--- src/rtl/core/pl0ct_pkg.sv ---
// ----------------------------------------------------------------------------
// PL/0 tokenizer package
// Shared types and constants: scan modes, token codes, error codes, the
// result record and the keyword table.
// ----------------------------------------------------------------------------
package pl0ct_pkg;

  typedef enum logic [3:0] {
    MODE_IDLE,
    MODE_IDENT,
    MODE_NUMBER,
    MODE_LT,
    MODE_GT,
    MODE_SLASH,
    MODE_COLON,
    MODE_COMMENT,
    MODE_COMMENT_STAR,
    MODE_HOLD
  } scan_mode_t;

  localparam int KIND_W  = 6;
  localparam int VALUE_W = 17;
  localparam int LEN_W   = 4;
  localparam int LOW_W   = 48;
  localparam int HIGH_W  = 40;
  localparam int ERR_W   = 2;

  // Characters reported in a name token, however long names may be.
  localparam int NAME_REPORT = 11;

  localparam logic [KIND_W-1:0] TK_ERROR   = 6'd0;
  localparam logic [KIND_W-1:0] TK_IDENT   = 6'd2;
  localparam logic [KIND_W-1:0] TK_NUMBER  = 6'd3;
  localparam logic [KIND_W-1:0] TK_PLUS    = 6'd4;
  localparam logic [KIND_W-1:0] TK_MINUS   = 6'd5;
  localparam logic [KIND_W-1:0] TK_TIMES   = 6'd6;
  localparam logic [KIND_W-1:0] TK_SLASH   = 6'd7;
  localparam logic [KIND_W-1:0] TK_EQ      = 6'd9;
  localparam logic [KIND_W-1:0] TK_NE      = 6'd10;
  localparam logic [KIND_W-1:0] TK_LT      = 6'd11;
  localparam logic [KIND_W-1:0] TK_LE      = 6'd12;
  localparam logic [KIND_W-1:0] TK_GT      = 6'd13;
  localparam logic [KIND_W-1:0] TK_GE      = 6'd14;
  localparam logic [KIND_W-1:0] TK_LPAREN  = 6'd15;
  localparam logic [KIND_W-1:0] TK_RPAREN  = 6'd16;
  localparam logic [KIND_W-1:0] TK_COMMA   = 6'd17;
  localparam logic [KIND_W-1:0] TK_SEMI    = 6'd18;
  localparam logic [KIND_W-1:0] TK_PERIOD  = 6'd19;
  localparam logic [KIND_W-1:0] TK_BECOMES = 6'd20;

  localparam logic [ERR_W-1:0] ERR_NONE      = 2'd0;
  localparam logic [ERR_W-1:0] ERR_NAME_LONG = 2'd1;
  localparam logic [ERR_W-1:0] ERR_NUM_LONG  = 2'd2;
  localparam logic [ERR_W-1:0] ERR_SYMBOL    = 2'd3;

  localparam logic [7:0] CH_PLUS   = 8'h2B;
  localparam logic [7:0] CH_MINUS  = 8'h2D;
  localparam logic [7:0] CH_STAR   = 8'h2A;
  localparam logic [7:0] CH_SLASH  = 8'h2F;
  localparam logic [7:0] CH_EQ     = 8'h3D;
  localparam logic [7:0] CH_LPAREN = 8'h28;
  localparam logic [7:0] CH_RPAREN = 8'h29;
  localparam logic [7:0] CH_COMMA  = 8'h2C;
  localparam logic [7:0] CH_SEMI   = 8'h3B;
  localparam logic [7:0] CH_PERIOD = 8'h2E;
  localparam logic [7:0] CH_LT     = 8'h3C;
  localparam logic [7:0] CH_GT     = 8'h3E;
  localparam logic [7:0] CH_COLON  = 8'h3A;

  typedef struct packed {
    logic [KIND_W-1:0]  kind;
    logic [VALUE_W-1:0] value;
    logic [LEN_W-1:0]   length;
    logic [LOW_W-1:0]   low_chars;
    logic [HIGH_W-1:0]  high_chars;
    logic [ERR_W-1:0]   err;
    logic               last;
  } token_t;

  // Up to two tokens produced by one character.
  typedef struct packed {
    logic [1:0] count;
    token_t     first;
    token_t     second;
  } scan_res_t;

  localparam int NUM_KEYWORDS = 15;
  localparam int KW_MAX_LEN   = 9;

  // Keyword text is right aligned: the last character sits in the low byte.
  typedef struct packed {
    logic [8*KW_MAX_LEN-1:0] text;
    logic [3:0]              len;
    logic [KIND_W-1:0]       kind;
  } keyword_t;

  localparam keyword_t KEYWORDS [NUM_KEYWORDS] = '{
    '{"const",     4'd5, 6'd28},
    '{"mod",       4'd3, 6'd1},
    '{"var",       4'd3, 6'd29},
    '{"procedure", 4'd9, 6'd30},
    '{"call",      4'd4, 6'd27},
    '{"begin",     4'd5, 6'd21},
    '{"end",       4'd3, 6'd22},
    '{"if",        4'd2, 6'd23},
    '{"fi",        4'd2, 6'd8},
    '{"then",      4'd4, 6'd24},
    '{"while",     4'd5, 6'd25},
    '{"do",        4'd2, 6'd26},
    '{"read",      4'd4, 6'd32},
    '{"write",     4'd5, 6'd31},
    '{"else",      4'd4, 6'd33}
  };

  // Bits needed to hold any number of the given count of decimal digits.
  function automatic int acc_width(int digits);
    longint v;
    v = 1;
    for (int i = 0; i < digits; i++) begin
      v = v * 10;
    end
    return $clog2(v);
  endfunction

endpackage

--- src/rtl/core/pl0ct_scan.sv ---
// ----------------------------------------------------------------------------
// PL/0 tokenizer scan logic
// Combinational next-state and token logic for one character, given the
// current scan state and the lexeme collected so far.
// ----------------------------------------------------------------------------
module pl0ct_scan import pl0ct_pkg::*; #(
  parameter int NAME_CHARS    = 11,
  parameter int NUMBER_DIGITS = 5,
  localparam int CW = $clog2(NAME_CHARS + 1),
  localparam int DW = $clog2(NUMBER_DIGITS + 1),
  localparam int AW = acc_width(NUMBER_DIGITS)
) (
  input  scan_mode_t            mode,
  input  logic [7:0]            char_code,
  input  logic                  end_of_input,
  input  logic [8*NAME_CHARS-1:0] lex_flat,
  input  logic [CW-1:0]         lex_count,
  input  logic [AW-1:0]         num_accum,
  input  logic [DW-1:0]         digit_count,
  output scan_mode_t            mode_nxt,
  output logic                  lex_we,
  output logic [CW-1:0]         lex_wr_pos,
  output logic [CW-1:0]         lex_count_nxt,
  output logic [AW-1:0]         num_accum_nxt,
  output logic [DW-1:0]         digit_count_nxt,
  output scan_res_t             res
);

  localparam int LEX_BYTES = (NAME_CHARS > NAME_REPORT) ? NAME_CHARS : NAME_REPORT;
  localparam int LEX_W     = 8 * LEX_BYTES;

  function automatic logic is_alpha(logic [7:0] c);
    return c inside {[8'h61:8'h7A], [8'h41:8'h5A]};
  endfunction

  function automatic logic is_digit(logic [7:0] c);
    return c inside {[8'h30:8'h39]};
  endfunction

  function automatic logic is_space(logic [7:0] c);
    return c inside {8'h20, [8'h09:8'h0D]};
  endfunction

  function automatic token_t plain_tok(logic [KIND_W-1:0] kind);
    token_t t;
    t      = '0;
    t.kind = kind;
    return t;
  endfunction

  function automatic token_t err_tok(logic [ERR_W-1:0] code);
    token_t t;
    t      = '0;
    t.kind = TK_ERROR;
    t.err  = code;
    return t;
  endfunction

  // Mode entered when a character starts a fresh token.
  function automatic scan_mode_t start_mode(logic [7:0] c);
    scan_mode_t m;
    m = MODE_IDLE;
    if (is_alpha(c)) begin
      m = MODE_IDENT;
    end else if (is_digit(c)) begin
      m = MODE_NUMBER;
    end else if (c == CH_LT) begin
      m = MODE_LT;
    end else if (c == CH_GT) begin
      m = MODE_GT;
    end else if (c == CH_SLASH) begin
      m = MODE_SLASH;
    end else if (c == CH_COLON) begin
      m = MODE_COLON;
    end else if (!is_space(c) && !(c inside {CH_PLUS, CH_MINUS, CH_STAR, CH_EQ,
               CH_LPAREN, CH_RPAREN, CH_COMMA, CH_SEMI, CH_PERIOD})) begin
      m = MODE_HOLD;
    end
    return m;
  endfunction

  // Token given at once by a starting character, if it gives one.
  function automatic token_t start_tok(logic [7:0] c);
    token_t t;
    case (c)
      CH_PLUS:   t = plain_tok(TK_PLUS);
      CH_MINUS:  t = plain_tok(TK_MINUS);
      CH_STAR:   t = plain_tok(TK_TIMES);
      CH_EQ:     t = plain_tok(TK_EQ);
      CH_LPAREN: t = plain_tok(TK_LPAREN);
      CH_RPAREN: t = plain_tok(TK_RPAREN);
      CH_COMMA:  t = plain_tok(TK_COMMA);
      CH_SEMI:   t = plain_tok(TK_SEMI);
      CH_PERIOD: t = plain_tok(TK_PERIOD);
      default:   t = err_tok(ERR_SYMBOL);
    endcase
    return t;
  endfunction

  logic [LEX_W-1:0]   lex_ext;
  logic [KIND_W-1:0]  kw_kind;
  token_t             ident_tok;
  token_t             number_tok;
  token_t             close_tok;
  logic               close_vld;
  logic               start_en;
  logic               start_vld;
  logic               alnum;
  logic               name_full;
  logic               num_full;
  logic [AW-1:0]      acc_x10;

  assign lex_ext   = LEX_W'(lex_flat);
  assign alnum     = is_alpha(char_code) || is_digit(char_code);
  assign name_full = lex_count >= CW'(NAME_CHARS);
  assign num_full  = digit_count >= DW'(NUMBER_DIGITS);
  // The new value always fits, so wrapping in the shifted terms is harmless.
  assign acc_x10   = AW'(num_accum << 3) + AW'(num_accum << 1) + AW'(char_code[3:0]);

  always_comb begin : keyword_match
    logic hit;
    kw_kind = TK_IDENT;
    for (int k = 0; k < NUM_KEYWORDS; k++) begin
      hit = (5'(lex_count) == 5'(KEYWORDS[k].len));
      for (int j = 0; j < KW_MAX_LEN; j++) begin
        if (j < int'(KEYWORDS[k].len)) begin
          hit = hit && (lex_ext[j*8 +: 8] ==
                8'(KEYWORDS[k].text >> (8 * (int'(KEYWORDS[k].len) - 1 - j))));
        end
      end
      if (hit) begin
        kw_kind = KEYWORDS[k].kind;
      end
    end
  end

  always_comb begin : name_pack
    ident_tok        = '0;
    ident_tok.kind   = kw_kind;
    ident_tok.length = 4'(lex_count);
    for (int i = 0; i < NAME_REPORT; i++) begin
      if (5'(lex_count) > 5'(i)) begin
        if (i < 6) begin
          ident_tok.low_chars[i*8 +: 8] = lex_ext[i*8 +: 8];
        end else begin
          ident_tok.high_chars[(i-6)*8 +: 8] = lex_ext[i*8 +: 8];
        end
      end
    end
    number_tok       = '0;
    number_tok.kind  = TK_NUMBER;
    number_tok.value = VALUE_W'(num_accum);
  end

  always_comb begin : next_state
    mode_nxt = mode;
    if (end_of_input) begin
      mode_nxt = MODE_IDLE;
    end else begin
      case (mode)
        MODE_IDLE:   mode_nxt = start_mode(char_code);
        MODE_IDENT: begin
          if (alnum) begin
            mode_nxt = name_full ? MODE_HOLD : MODE_IDENT;
          end else begin
            mode_nxt = start_mode(char_code);
          end
        end
        MODE_NUMBER: begin
          if (is_digit(char_code)) begin
            mode_nxt = num_full ? MODE_HOLD : MODE_NUMBER;
          end else begin
            mode_nxt = start_mode(char_code);
          end
        end
        MODE_LT: begin
          if (char_code == CH_GT || char_code == CH_EQ) begin
            mode_nxt = MODE_IDLE;
          end else begin
            mode_nxt = start_mode(char_code);
          end
        end
        MODE_GT:     mode_nxt = (char_code == CH_EQ) ? MODE_IDLE : start_mode(char_code);
        MODE_SLASH:  mode_nxt = (char_code == CH_STAR) ? MODE_COMMENT : start_mode(char_code);
        MODE_COLON:  mode_nxt = (char_code == CH_EQ) ? MODE_IDLE : MODE_HOLD;
        MODE_COMMENT: begin
          if (char_code == CH_STAR) begin
            mode_nxt = MODE_COMMENT_STAR;
          end
        end
        MODE_COMMENT_STAR: begin
          if (char_code == CH_SLASH) begin
            mode_nxt = MODE_IDLE;
          end else if (char_code != CH_STAR) begin
            mode_nxt = MODE_COMMENT;
          end
        end
        MODE_HOLD:   mode_nxt = MODE_HOLD;
        default:     mode_nxt = MODE_IDLE;
      endcase
    end
  end

  always_comb begin : outputs
    close_vld       = 1'b0;
    close_tok       = '0;
    start_en        = 1'b0;
    lex_we          = 1'b0;
    lex_wr_pos      = lex_count;
    lex_count_nxt   = lex_count;
    num_accum_nxt   = num_accum;
    digit_count_nxt = digit_count;

    if (end_of_input) begin
      close_vld = 1'b1;
      case (mode)
        MODE_IDENT:  close_tok = ident_tok;
        MODE_NUMBER: close_tok = number_tok;
        MODE_LT:     close_tok = plain_tok(TK_LT);
        MODE_GT:     close_tok = plain_tok(TK_GT);
        MODE_SLASH:  close_tok = plain_tok(TK_SLASH);
        MODE_COLON:  close_tok = err_tok(ERR_SYMBOL);
        default:     close_vld = 1'b0;
      endcase
      lex_count_nxt   = '0;
      num_accum_nxt   = '0;
      digit_count_nxt = '0;
    end else begin
      case (mode)
        MODE_IDLE: start_en = 1'b1;
        MODE_IDENT: begin
          if (alnum) begin
            if (name_full) begin
              close_vld = 1'b1;
              close_tok = err_tok(ERR_NAME_LONG);
            end else begin
              lex_we        = 1'b1;
              lex_count_nxt = CW'(lex_count + 1'b1);
            end
          end else begin
            close_vld = 1'b1;
            close_tok = ident_tok;
            start_en  = 1'b1;
          end
        end
        MODE_NUMBER: begin
          if (is_digit(char_code)) begin
            if (num_full) begin
              close_vld = 1'b1;
              close_tok = err_tok(ERR_NUM_LONG);
            end else begin
              num_accum_nxt   = acc_x10;
              digit_count_nxt = DW'(digit_count + 1'b1);
            end
          end else begin
            close_vld = 1'b1;
            close_tok = number_tok;
            start_en  = 1'b1;
          end
        end
        MODE_LT: begin
          close_vld = 1'b1;
          if (char_code == CH_GT) begin
            close_tok = plain_tok(TK_NE);
          end else if (char_code == CH_EQ) begin
            close_tok = plain_tok(TK_LE);
          end else begin
            close_tok = plain_tok(TK_LT);
            start_en  = 1'b1;
          end
        end
        MODE_GT: begin
          close_vld = 1'b1;
          if (char_code == CH_EQ) begin
            close_tok = plain_tok(TK_GE);
          end else begin
            close_tok = plain_tok(TK_GT);
            start_en  = 1'b1;
          end
        end
        MODE_SLASH: begin
          if (char_code != CH_STAR) begin
            close_vld = 1'b1;
            close_tok = plain_tok(TK_SLASH);
            start_en  = 1'b1;
          end
        end
        MODE_COLON: begin
          close_vld = 1'b1;
          close_tok = (char_code == CH_EQ) ? plain_tok(TK_BECOMES) : err_tok(ERR_SYMBOL);
        end
        default: ;
      endcase

      if (start_en && is_alpha(char_code)) begin
        lex_we        = 1'b1;
        lex_wr_pos    = '0;
        lex_count_nxt = CW'(1);
      end
      if (start_en && is_digit(char_code)) begin
        num_accum_nxt   = AW'(char_code[3:0]);
        digit_count_nxt = DW'(1);
      end
    end

    // A starting character gives a token unless it is white space or opens a longer lexeme.
    start_vld = start_en && (start_mode(char_code) == MODE_IDLE ||
                             start_mode(char_code) == MODE_HOLD) && !is_space(char_code);

    res = '0;
    if (close_vld) begin
      res.first       = close_tok;
      res.second      = start_tok(char_code);
      res.first.last  = !start_vld;
      res.second.last = 1'b1;
      res.count       = start_vld ? 2'd2 : 2'd1;
    end else if (start_vld) begin
      res.first      = start_tok(char_code);
      res.first.last = 1'b1;
      res.count      = 2'd1;
    end
  end

endmodule

--- config.mk ---
export PLATFORM = sky130hd
export DESIGN_NAME = pl0ct_scan
export DESIGN_NICKNAME = d
export VERILOG_FILES = /design/src/rtl/core/pl0ct_pkg.sv /design/src/rtl/core/pl0ct_scan.sv
export SDC_FILE = /design/constraint.sdc
export NUM_CORES = 1
export LEC_CHECK = 0
export BUFFER_PORTS_ARGS = -buffer_cell sky130_fd_sc_hd__buf_2
export CAP_MARGIN = 10
export CORE_AREA = 2 2 155 157
export DETAILED_ROUTE_END_ITERATION = 16
export DIE_AREA = 0 0 157 159
export SLEW_MARGIN = 40
export SYNTH_ARGS = -nofsm -noshare
export SYNTH_HDL_FRONTEND = slang
export SYNTH_SLANG_ARGS = --single-unit
--- constraint.sdc ---
create_clock -name vclk -period 3.8
set_clock_uncertainty 0.15 [all_clocks]
set_input_delay 0.38 -clock vclk [all_inputs]
set_output_delay 0.38 -clock vclk [all_outputs]
set_load 0.1 [all_outputs]
==> results.txt, run 1 <==
----------------------------------------------------
[Drt]
  Detailed-routing iteration count for the pre-antenna-repair pass ... 5
  Post-route DRC violation count ... 0
  First-iteration detailed-routing DRC count ... 381
  Routed length per placed instance ... 16.2 um
  Antenna-violating nets left ... 0
  Via density per instance ... 4.64
  Total wire length ... 22300 um
  Via Count ... 6395

[Timing]
  Max Clock Freq ... 0.275 GHz
  Clock period minus final worst setup slack ... 3.63 ns
  Final hold violation count ... 0
  Actual transition at the worst max-transition pin ... 0.824 ns
  Share of the clock period used by the worst path ... 95.6%
  Setup repair after global routing missed its margin ... no
  Setup violations, final ... 0
  Final Slew Violations ... 0
  Worst-case setup margin in the final layout ... 0.166 ns
  Worst slew margin relative to its limit ... 45.1%

[Critical path]
  Critical path cell sequence ... buf_2 > fa_1 > inv_1 > fa_1 > nor2b_1 > o2111ai_1 > and3_1 > o31ai_2 > nor2_1 > xor2_1 > o31ai_2 > buf_12
  Worst setup path class ... in -> out
  Critical path fanouts, max ... 3
  CP bufs+invs ... 3
  Kind of capture point of the worst setup path ... output pin
  Largest stage delay, worst path ... 0.57 ns
  Category of cells accounting for the largest share of critical-path delay ... adder cells
  Crit path arrival time ... 3.10 ns
  Worst path required time ... 3.27 ns
  Library cell contributing the largest single delay on the critical path ... fa_1
  Critical path startpoint category ... input port

[Synthesis]
  Synth Instances ... 782
  Netlist Area Pre-Place ... 0.00516 mm^2
  Top cells by area, synth ... buf_4, and2_1, ha_1
  Share of synthesized area occupied by flip-flops and latches ... 0%
  Count of synthesis-stage warnings from yosys ... 0
  Area leader, netlist ... buf_4
  Cell variety after synth ... 76
  Leading cell type by number of instances after synthesis ... buf_4
  Portion of synthesized cell area occupied by the leading cell type ... 16.6%
  Synth cell count leaders ... buf_4, and2_1, nor2_1
  Average cell area after synthesis ... 6.60 um^2

[Power]
  Leakage power figure ... 3.82 nW
  P_int ... 0.324 mW
  Share of power burned in combinational logic ... 100.0%
  Switching power as a share of total power ... 78.1%
  Switching pwr ... 1.15 mW
  P per Cell Area ... 193 mW/mm^2
  Share of total power in sequential cells ... 0%
  Clk network pwr share ... 0%
  Peak VDD IR ... 0.123 mV

[Floorplan]
  Top Ports ... 396
  Starting utilization of the core area ... 22.2%
  Full die area ... 0.0250 mm^2
  Area of the core region ... 0.0232 mm^2
  X dimension of the die ... 157 um
  # rows ... 56
  Die outline height ... 159 um

[Run]
  Number of maximum-capacitance constraint violations ... 0

[GRT]
  Global route total overflow ... 0
  Overall routing resource usage ... 16.3%
  Vias in the first global route ... 5673
  Global-route wire length before repair ... 33000 um
  Antenna violations before repair ... 1
  Maximum number of pins on one net before global-route repair ... 22

[Cells and area]
  Filler Cell Count ... 2495
  Share of final-layout standard cells stronger than drive strength 1 ... 34.1%
  Number of sequential storage elements ... 0
  Area delta synth->final ... 48.4%
  Final net count ... 1222
  Final standard cell utilization of the core ... 33.0%
  Area occupied by multi-input gates ... 0.00466 mm^2
  Sequential cell area in the final layout ... 0 um^2
  Layout clock buffer count ... 0

[Place]
  Post-DP HPWL ... 19300 um
  Post-Place Setup Slack ... 0.0908 ns
  Number of port buffers ... 286
  Final GP Congestion ... 0.908

[Min path]
  Worst min-delay path category ... in -> out

[Clock network]
  Number of hold-repair buffers added at the cts stage ... 0
  Number of cells upsized or downsized after cts ... 0
  Number of buffers added for setup after CTS ... 0

[Status]
  Status ... finished clean

----------------------------------------------------
-- worst paths after layout --
kind	from	depth (start not counted)	to
setup / recovery	char_code[3]	12	num_accum_nxt[14]
hold / removal	lex_flat[87]	3	res[160]
-- final cells by class --
class              instances  area share, %
diodes                     1         0.0327
inverters                 16          0.785
multi-input cells        730           60.8
well taps                319           5.21
repair buffers           311           33.1
-- power groups by stage --
stage / Clock, mW / Sequential [mW] / Combinational [mW]
finish: 0.0000000352 / 0 / 1.48
global route: 0.0000000352 / 0 / 1.54
CTS: 0 / 0 / 1.47
detailed placement: 0 / 0 / 1.47
global placement: 0 / 0 / 1.46
floorplan: 0 / 0 / 1.23
-- stage by stage --
step	TNS, ns	std cells	hold WS (ns)	power [mW]	cell area [um^2]
after detailed placement	0	1376	1.02	1.47	7640
after global placement	0	1376	1.01	1.46	7640
final	0	1377	1.02	1.48	7650
after global routing	0	1377	1.02	1.54	7650
after floorplan	-0.856	891	0.936	1.23	5690
after CTS	0	1376	1.02	1.47	7640
-- cell families (layout without fill, tap and decap cells) --
group / Yosys count / count (layout) / share of synthesized area [%]
fa+ha+maj: 40 / 40 / 9.90
mux: 3 / 3 / 0.582
buf+inv: 161 / 327 / 20.2
compound gates: 136 / 136 / 18.5
xor+xnor: 19 / 19 / 3.23
simple gates: 422 / 422 / 47.5
other cells: 1 / 111 / 0.0727
-- placed cells by master, fill, tap and decap left out, types with 11 or more instances in the layout --
cell      instances
nand3_1          16
and2_1           96
inv_1            16
nor2_1           73
buf_2           225
nand2b_1         11
nand2_1          63
nor4bb_1         11
buf_12           61
and3_1           29
conb_1          110
nor3_1           19
nand4_1          14
buf_4            25
a21oi_1          25
ha_1             35
o21ai_0          27
-- per-layer routing --
| metal | up-vias | track usage (%) | routed length [um] |
|---|---|---|---|
| met5 | - | 0 | 0 |
| li1 | 3132 | - | - |
| met2 | 258 | 28.7 | 10800 |
| met4 | 0 | 1.21 | 170 |
| met1 | 2995 | 22.7 | 10200 |
| met3 | 10 | 1.06 | 1180 |
Power figures use the tool's default switching activity.
==> inputs of run 2 (changes only) <==
--- a/config.mk
+++ b/config.mk
@@ -7,9 +7,9 @@
 export LEC_CHECK = 0
 export BUFFER_PORTS_ARGS = -buffer_cell sky130_fd_sc_hd__buf_2
 export CAP_MARGIN = 10
-export CORE_AREA = 2 2 155 157
+export CORE_AREA = 5 5 149 151
 export DETAILED_ROUTE_END_ITERATION = 16
-export DIE_AREA = 0 0 157 159
+export DIE_AREA = 0 0 154 156
 export SLEW_MARGIN = 40
 export SYNTH_ARGS = -nofsm -noshare
 export SYNTH_HDL_FRONTEND = slang
==> results.txt, run 2 (synthesis gave the netlist of run 1 again) <==
----------------------------------------------------
[Status]
  Status ... finished clean

[Critical path]
  Worst setup path class ... in -> out
  Crit path arrival time ... 3.11 ns (about the same)
  Critical path cell sequence ... buf_2 > fa_1 > inv_1 > fa_2 > nor2b_4 > o2111ai_2 > and3_4 > o31ai_4 > nor2_1 > xor2_1 > o31ai_2 > clkbuf_16
  Worst path required time ... 3.27 ns (about the same)
  Library cell contributing the largest single delay on the critical path ... fa_1
  Largest stage delay, worst path ... 0.57 ns (about the same)
  Critical path startpoint category ... input port
  Kind of capture point of the worst setup path ... output pin
  Critical path fanouts, max ... 3 (unchanged)

[Cells and area]
  Area delta synth->final ... 48.7%
  Filler Cell Count ... 2206 (-12%)
  Final net count ... 1222 (unchanged)
  Area occupied by multi-input gates ... 0.00468 mm^2 (+0.59%)
  Number of sequential storage elements ... 0 (unchanged)
  Layout clock buffer count ... 0 (unchanged)
  Most frequent standard cell in the layout excluding fill and tap cells ... buf_2
  Final instance count without filler cells ... 1336 (-3.0%)
  Share of final-layout standard cells stronger than drive strength 1 ... 34.3% (+0.28 points)
  Top library cells by usage in the layout, fill and taps aside ... buf_2, conb_1, and2_1
  Sequential cell area in the final layout ... 0 um^2 (unchanged)

[Power]
  Leakage power figure ... 3.84 nW (+0.46%)
  P per Cell Area ... 193 mW/mm^2 (+0.22%)
  Peak VDD IR ... 0.181 mV (+47%)

[GRT]
  Vias in the first global route ... 6080 (+7.2%)
  Overall routing resource usage ... 16.7% (+0.37 points)
  Maximum number of pins on one net before global-route repair ... 24 (+9.1%)
  Global-route wire length before repair ... 33600 um (+1.7%)
  Antenna violations before repair ... 3 (+2)
  Global route total overflow ... 0 (unchanged)

[Floorplan]
  Full die area ... 0.0240 mm^2 (-3.8%)
  Die outline height ... 156 um (-1.9%)
  Area of the core region ... 0.0207 mm^2 (-11%)
  Starting utilization of the core area ... 24.9% (+2.7 points)
  Top Ports ... 396 (unchanged)
  X dimension of the die ... 154 um (-1.9%)
  # rows ... 53 (-5.4%)

[Timing]
  Max Clock Freq ... 0.274 GHz (-0.25%)
  Worst-case setup margin in the final layout ... 0.157 ns (-0.00919 ns)
  Worst slew margin relative to its limit ... 60.5% (+15 points)
  Setup repair after global routing missed its margin ... no
  Post-Route Setup TNS ... 0 ns (unchanged)
  Share of the clock period used by the worst path ... 95.9% (+0.24 points)
  Hold Worst Slack ... 1.02 ns (+0.000120 ns)
  Clock period minus final worst setup slack ... 3.64 ns (+0.00919 ns)
  Setup violations, final ... 0 (unchanged)
  Final hold violation count ... 0 (unchanged)
  Final Slew Violations ... 0 (unchanged)
  Actual transition at the worst max-transition pin ... 0.584 ns (-0.240 ns)

[Drt]
  First-iteration detailed-routing DRC count ... 448 (+18%)
  Total wire length ... 22700 um (+1.6%)
  Via Count ... 6462 (+1.0%)
  Antenna-violating nets left ... 0 (unchanged)
  Post-route DRC violation count ... 0 (unchanged)
  Via density per instance ... 4.84 (+4.1%)
  Routed length per placed instance ... 17.0 um (+4.7%)
  Detailed-routing iteration count for the pre-antenna-repair pass ... 5 (unchanged)

[Min path]
  Cells on Worst Hold Path ... 3 (unchanged)
  Hold_sp ... lex_flat[85]
  End point of the worst hold path ... res[158]
  Worst min-delay path category ... in -> out

[Run]
  Number of maximum-capacitance constraint violations ... 0 (unchanged)

[Place]
  Number of port buffers ... 286 (unchanged)
  Post-DP HPWL ... 19500 um (+1.5%)
  Total instance count after detailed placement ... 1332 (-3.2%)
  Post-Place Setup Slack ... -0.0792 ns (-0.170 ns)
  Final GP Congestion ... 0.922 (+1.5%)

----------------------------------------------------
-- run 2: cell count changes in the layout (fill, tap and decap cells not counted), sizes merged --
cell,previous run,this run
buf,311,310
clkbuf,0,1
diode,1,4
-- run 2: how the worst max path moves through the flow --
stage | start | endpoint | slack (ns)
after floorplan | char_code[3] | num_accum_nxt[14] | -0.50
after global placement | char_code[3] | num_accum_nxt[14] | 0.09
after detailed placement | char_code[3] | num_accum_nxt[14] | -0.08
after CTS | char_code[3] | num_accum_nxt[14] | 0.07
after global routing | char_code[3] | num_accum_nxt[15] | 0.008
final | char_code[3] | num_accum_nxt[14] | 0.16
-- run 2: per-layer routing --
metal  up-vias  global-route usage, %  wire (um)
met5         -                      0          0
met3        23                   1.72       1600
met1      2997                   22.5       9730
met2       295                   29.4      11000
li1       3147                      -          -
met4         0                   2.57        319
-- run 2: power breakdown --
group	internal, mW	total (mW)	switching (mW)	leakage [nW]
clock	0.000000141	0.000000141	0	0.0000254
combinational	0.329	1.48	1.15	3.84
sequential	0	0	0	0
-- run 2: timing repair --
action                                  in CTS  in global routing
endpoints found under the setup margin       1                  2
setup buffers                                0                  0
gates resized for setup                      2                  7
pin swaps                                    0                  1
gates cloned                                 0                  0
hold buffers                                 0                  0
-- run 2: per-stage QoR --
stage	area [um^2]	utilization, %	power [mW]
after floorplan	5690	-	1.23
after global placement	7620	36.8	1.46
after detailed placement	7620	36.8	1.47
after CTS	7630	36.9	1.47
after global routing	7670	37.1	1.55
final	7670	37.1	1.48
-- run 2: cell type report --
cell class / instances / share of cell area (%)
repair buffers: 311 / 33.5
multi-input cells: 730 / 61.1
diodes: 4 / 0.131
well taps: 275 / 4.49
inverters: 16 / 0.783
-- run 2: critical path: cells and delay by family --
kind                       cells  cell delay, ns
buffers and inverters          3            0.44
AOI/OAI and AO/OA              3            0.66
and+or+nand+nor                3            0.45
adders and majority gates      2            0.98
xor gates and xnor gates       1            0.16
==> inputs of run 3 (changes only) <==
--- a/config.mk
+++ b/config.mk
@@ -7,10 +7,9 @@
 export LEC_CHECK = 0
 export BUFFER_PORTS_ARGS = -buffer_cell sky130_fd_sc_hd__buf_2
 export CAP_MARGIN = 10
-export CORE_AREA = 5 5 149 151
+export CORE_AREA = 2 2 155 157
 export DETAILED_ROUTE_END_ITERATION = 16
-export DIE_AREA = 0 0 154 156
-export SLEW_MARGIN = 40
+export DIE_AREA = 0 0 157 159
 export SYNTH_ARGS = -nofsm -noshare
 export SYNTH_HDL_FRONTEND = slang
 export SYNTH_SLANG_ARGS = --single-unit
==> results.txt, run 3 (synthesis gave the netlist of run 1 again) <==
----------------------------------------------------
[Min path]
  Hold_sp ... lex_flat[87]
  Worst min-delay path category ... in -> out

[Cells and area]
  Final net count ... 1222 (unchanged)
  Top library cells by usage in the layout, fill and taps aside ... buf_2, conb_1, and2_1
  Number of sequential storage elements ... 0 (unchanged)
  Share of final-layout standard cells stronger than drive strength 1 ... 34.0% (-0.38 points)
  Most frequent standard cell in the layout excluding fill and tap cells ... buf_2
  Area delta synth->final ... 48.4%
  Final standard cell utilization of the core ... 33.0% (-4.1 points)
  Sequential cell area in the final layout ... 0 um^2 (unchanged)
  Layout clock buffer count ... 0 (unchanged)

[Critical path]
  Largest stage delay, worst path ... 0.70 ns (+0.13 ns)
  Worst setup path class ... in -> out
  Kind of capture point of the worst setup path ... output pin
  Crit path arrival time ... 3.13 ns (+0.02 ns)
  Critical path startpoint category ... input port
  Worst path required time ... 3.27 ns (about the same)
  Critical Path Start ... lex_count[0]
  Critical path fanouts, max ... 7 (+4)
  Critical path cell sequence ... buf_2 > or4b_2 > or4_1 > nor4bb_1 > a31o_2 > or4_1 > o211ai_1 > buf_12
  Library cell contributing the largest single delay on the critical path ... or4b_2
  Most frequent cell on the critical path ... or4_1

[GRT]
  Vias in the first global route ... 5704 (-6.2%)
  Overall routing resource usage ... 16.3% (-0.39 points)
  Global-route wire length before repair ... 33100 um (-1.6%)
  Global route total overflow ... 0 (unchanged)
  Antenna violations before repair ... 1 (-2)
  Maximum number of pins on one net before global-route repair ... 22 (-8.3%)

[Drt]
  First-iteration detailed-routing DRC count ... 352 (-21%)
  Post-route DRC violation count ... 0 (unchanged)
  Detailed-routing iteration count for the pre-antenna-repair pass ... 4 (-1)
  Via Count ... 6386 (-1.2%)
  Antenna-violating nets left ... 0 (unchanged)
  Via density per instance ... 4.64 (-4.1%)
  Total wire length ... 22200 um (-2.2%)
  Routed length per placed instance ... 16.1 um (-5.1%)

[Clock network]
  Number of buffers added for setup after CTS ... 0 (unchanged)

[Place]
  Post-DP HPWL ... 19200 um (-1.6%)
  Final GP Congestion ... 0.908 (-1.5%)
  Number of port buffers ... 286 (unchanged)
  Post-Place Setup Slack ... 0.0791 ns (+0.158 ns)

[Timing]
  Share of the clock period used by the worst path ... 96.3% (+0.45 points)
  Worst slew margin relative to its limit ... 33.0% (-28 points)
  Actual transition at the worst max-transition pin ... 1.00 ns (+0.417 ns)
  Final Slew Violations ... 0 (unchanged)
  Clock period minus final worst setup slack ... 3.66 ns (+0.0169 ns)
  Max Clock Freq ... 0.273 GHz (-0.46%)
  Setup repair after global routing missed its margin ... no
  Worst-case setup margin in the final layout ... 0.140 ns (-0.0169 ns)
  Setup violations, final ... 0 (unchanged)
  Final hold violation count ... 0 (unchanged)

[Floorplan]
  Starting utilization of the core area ... 22.2% (-2.7 points)
  X dimension of the die ... 157 um (+1.9%)
  Full die area ... 0.0250 mm^2 (+3.9%)
  Area of the core region ... 0.0232 mm^2 (+12%)
  Die outline height ... 159 um (+1.9%)
  # rows ... 56 (+5.7%)
  Top Ports ... 396 (unchanged)

[Power]
  P per Cell Area ... 193 mW/mm^2 (-0.23%)
  Leakage power figure ... 3.82 nW (-0.45%)
  Peak VDD IR ... 0.128 mV (-29%)

[Status]
  Status ... finished clean

[Run]
  Number of maximum-capacitance constraint violations ... 0 (unchanged)

----------------------------------------------------
==> run 3: where the power goes <==
| group | leakage, nW | switching, mW | total [mW] | internal (mW) |
|---|---|---|---|---|
| combinational | 3.82 | 1.15 | 1.48 | 0.324 |
| clock | 0.00000634 | 0 | 0.0000000352 | 0.0000000352 |
| sequential | 0 | 0 | 0 | 0 |
| total | 3.82 | 1.15 | 1.48 | 0.324 |
==> run 3: stage by stage <==
stage	cells	area [um^2]	setup TNS (ns)	power (mW)	hold slack, ns
3_3_place_gp	1376	7640	0	1.46	1.01
4_1_cts	1376	7640	0	1.47	1.02
2_1_floorplan	891	5690	-0.856	1.23	0.936
5_1_grt	1377	7650	0	1.54	1.02
3_5_place_dp	1376	7640	0	1.47	1.02
6_report	1377	7650	0	1.48	1.01
==> run 3: metal layers <==
layer	vias to the layer above	part of all wire (%)	routed length, um	GRT usage (%)
li1	3136	-	-	-
met1	2960	46	10100	22.6
met2	278	48	10700	28.7
met3	12	5.2	1160	0.925
met4	0	0.98	217	1.46
met5	-	0	0	0
==> run 3: final timing paths <==
kind,end,cells after the start
worst max-delay path,res[231],8
worst min-delay path,res[160],3
==> run 3: layout make-up <==
cell class                      instances  area [um^2]
Fill cell                            2485        15500
Multi-Input combinational cell        730         4650
Timing Repair Buffer                  311         2530
Tap cell                              319          399
Inverter                               16         60.1
Antenna cell                            1         2.50
==> run 3: critical path: cells and delay by family <==
family                 cells  cell delay (ns)
AOI/OAI and AO/OA          2             0.37
buffers and inverters      2             0.37
and+or+nand+nor            4             1.99
==> run 3: timing repair <==
action,in CTS,in global routing
endpoints found under the setup margin,0,17
gates resized for setup,0,2
hold buffers,0,0
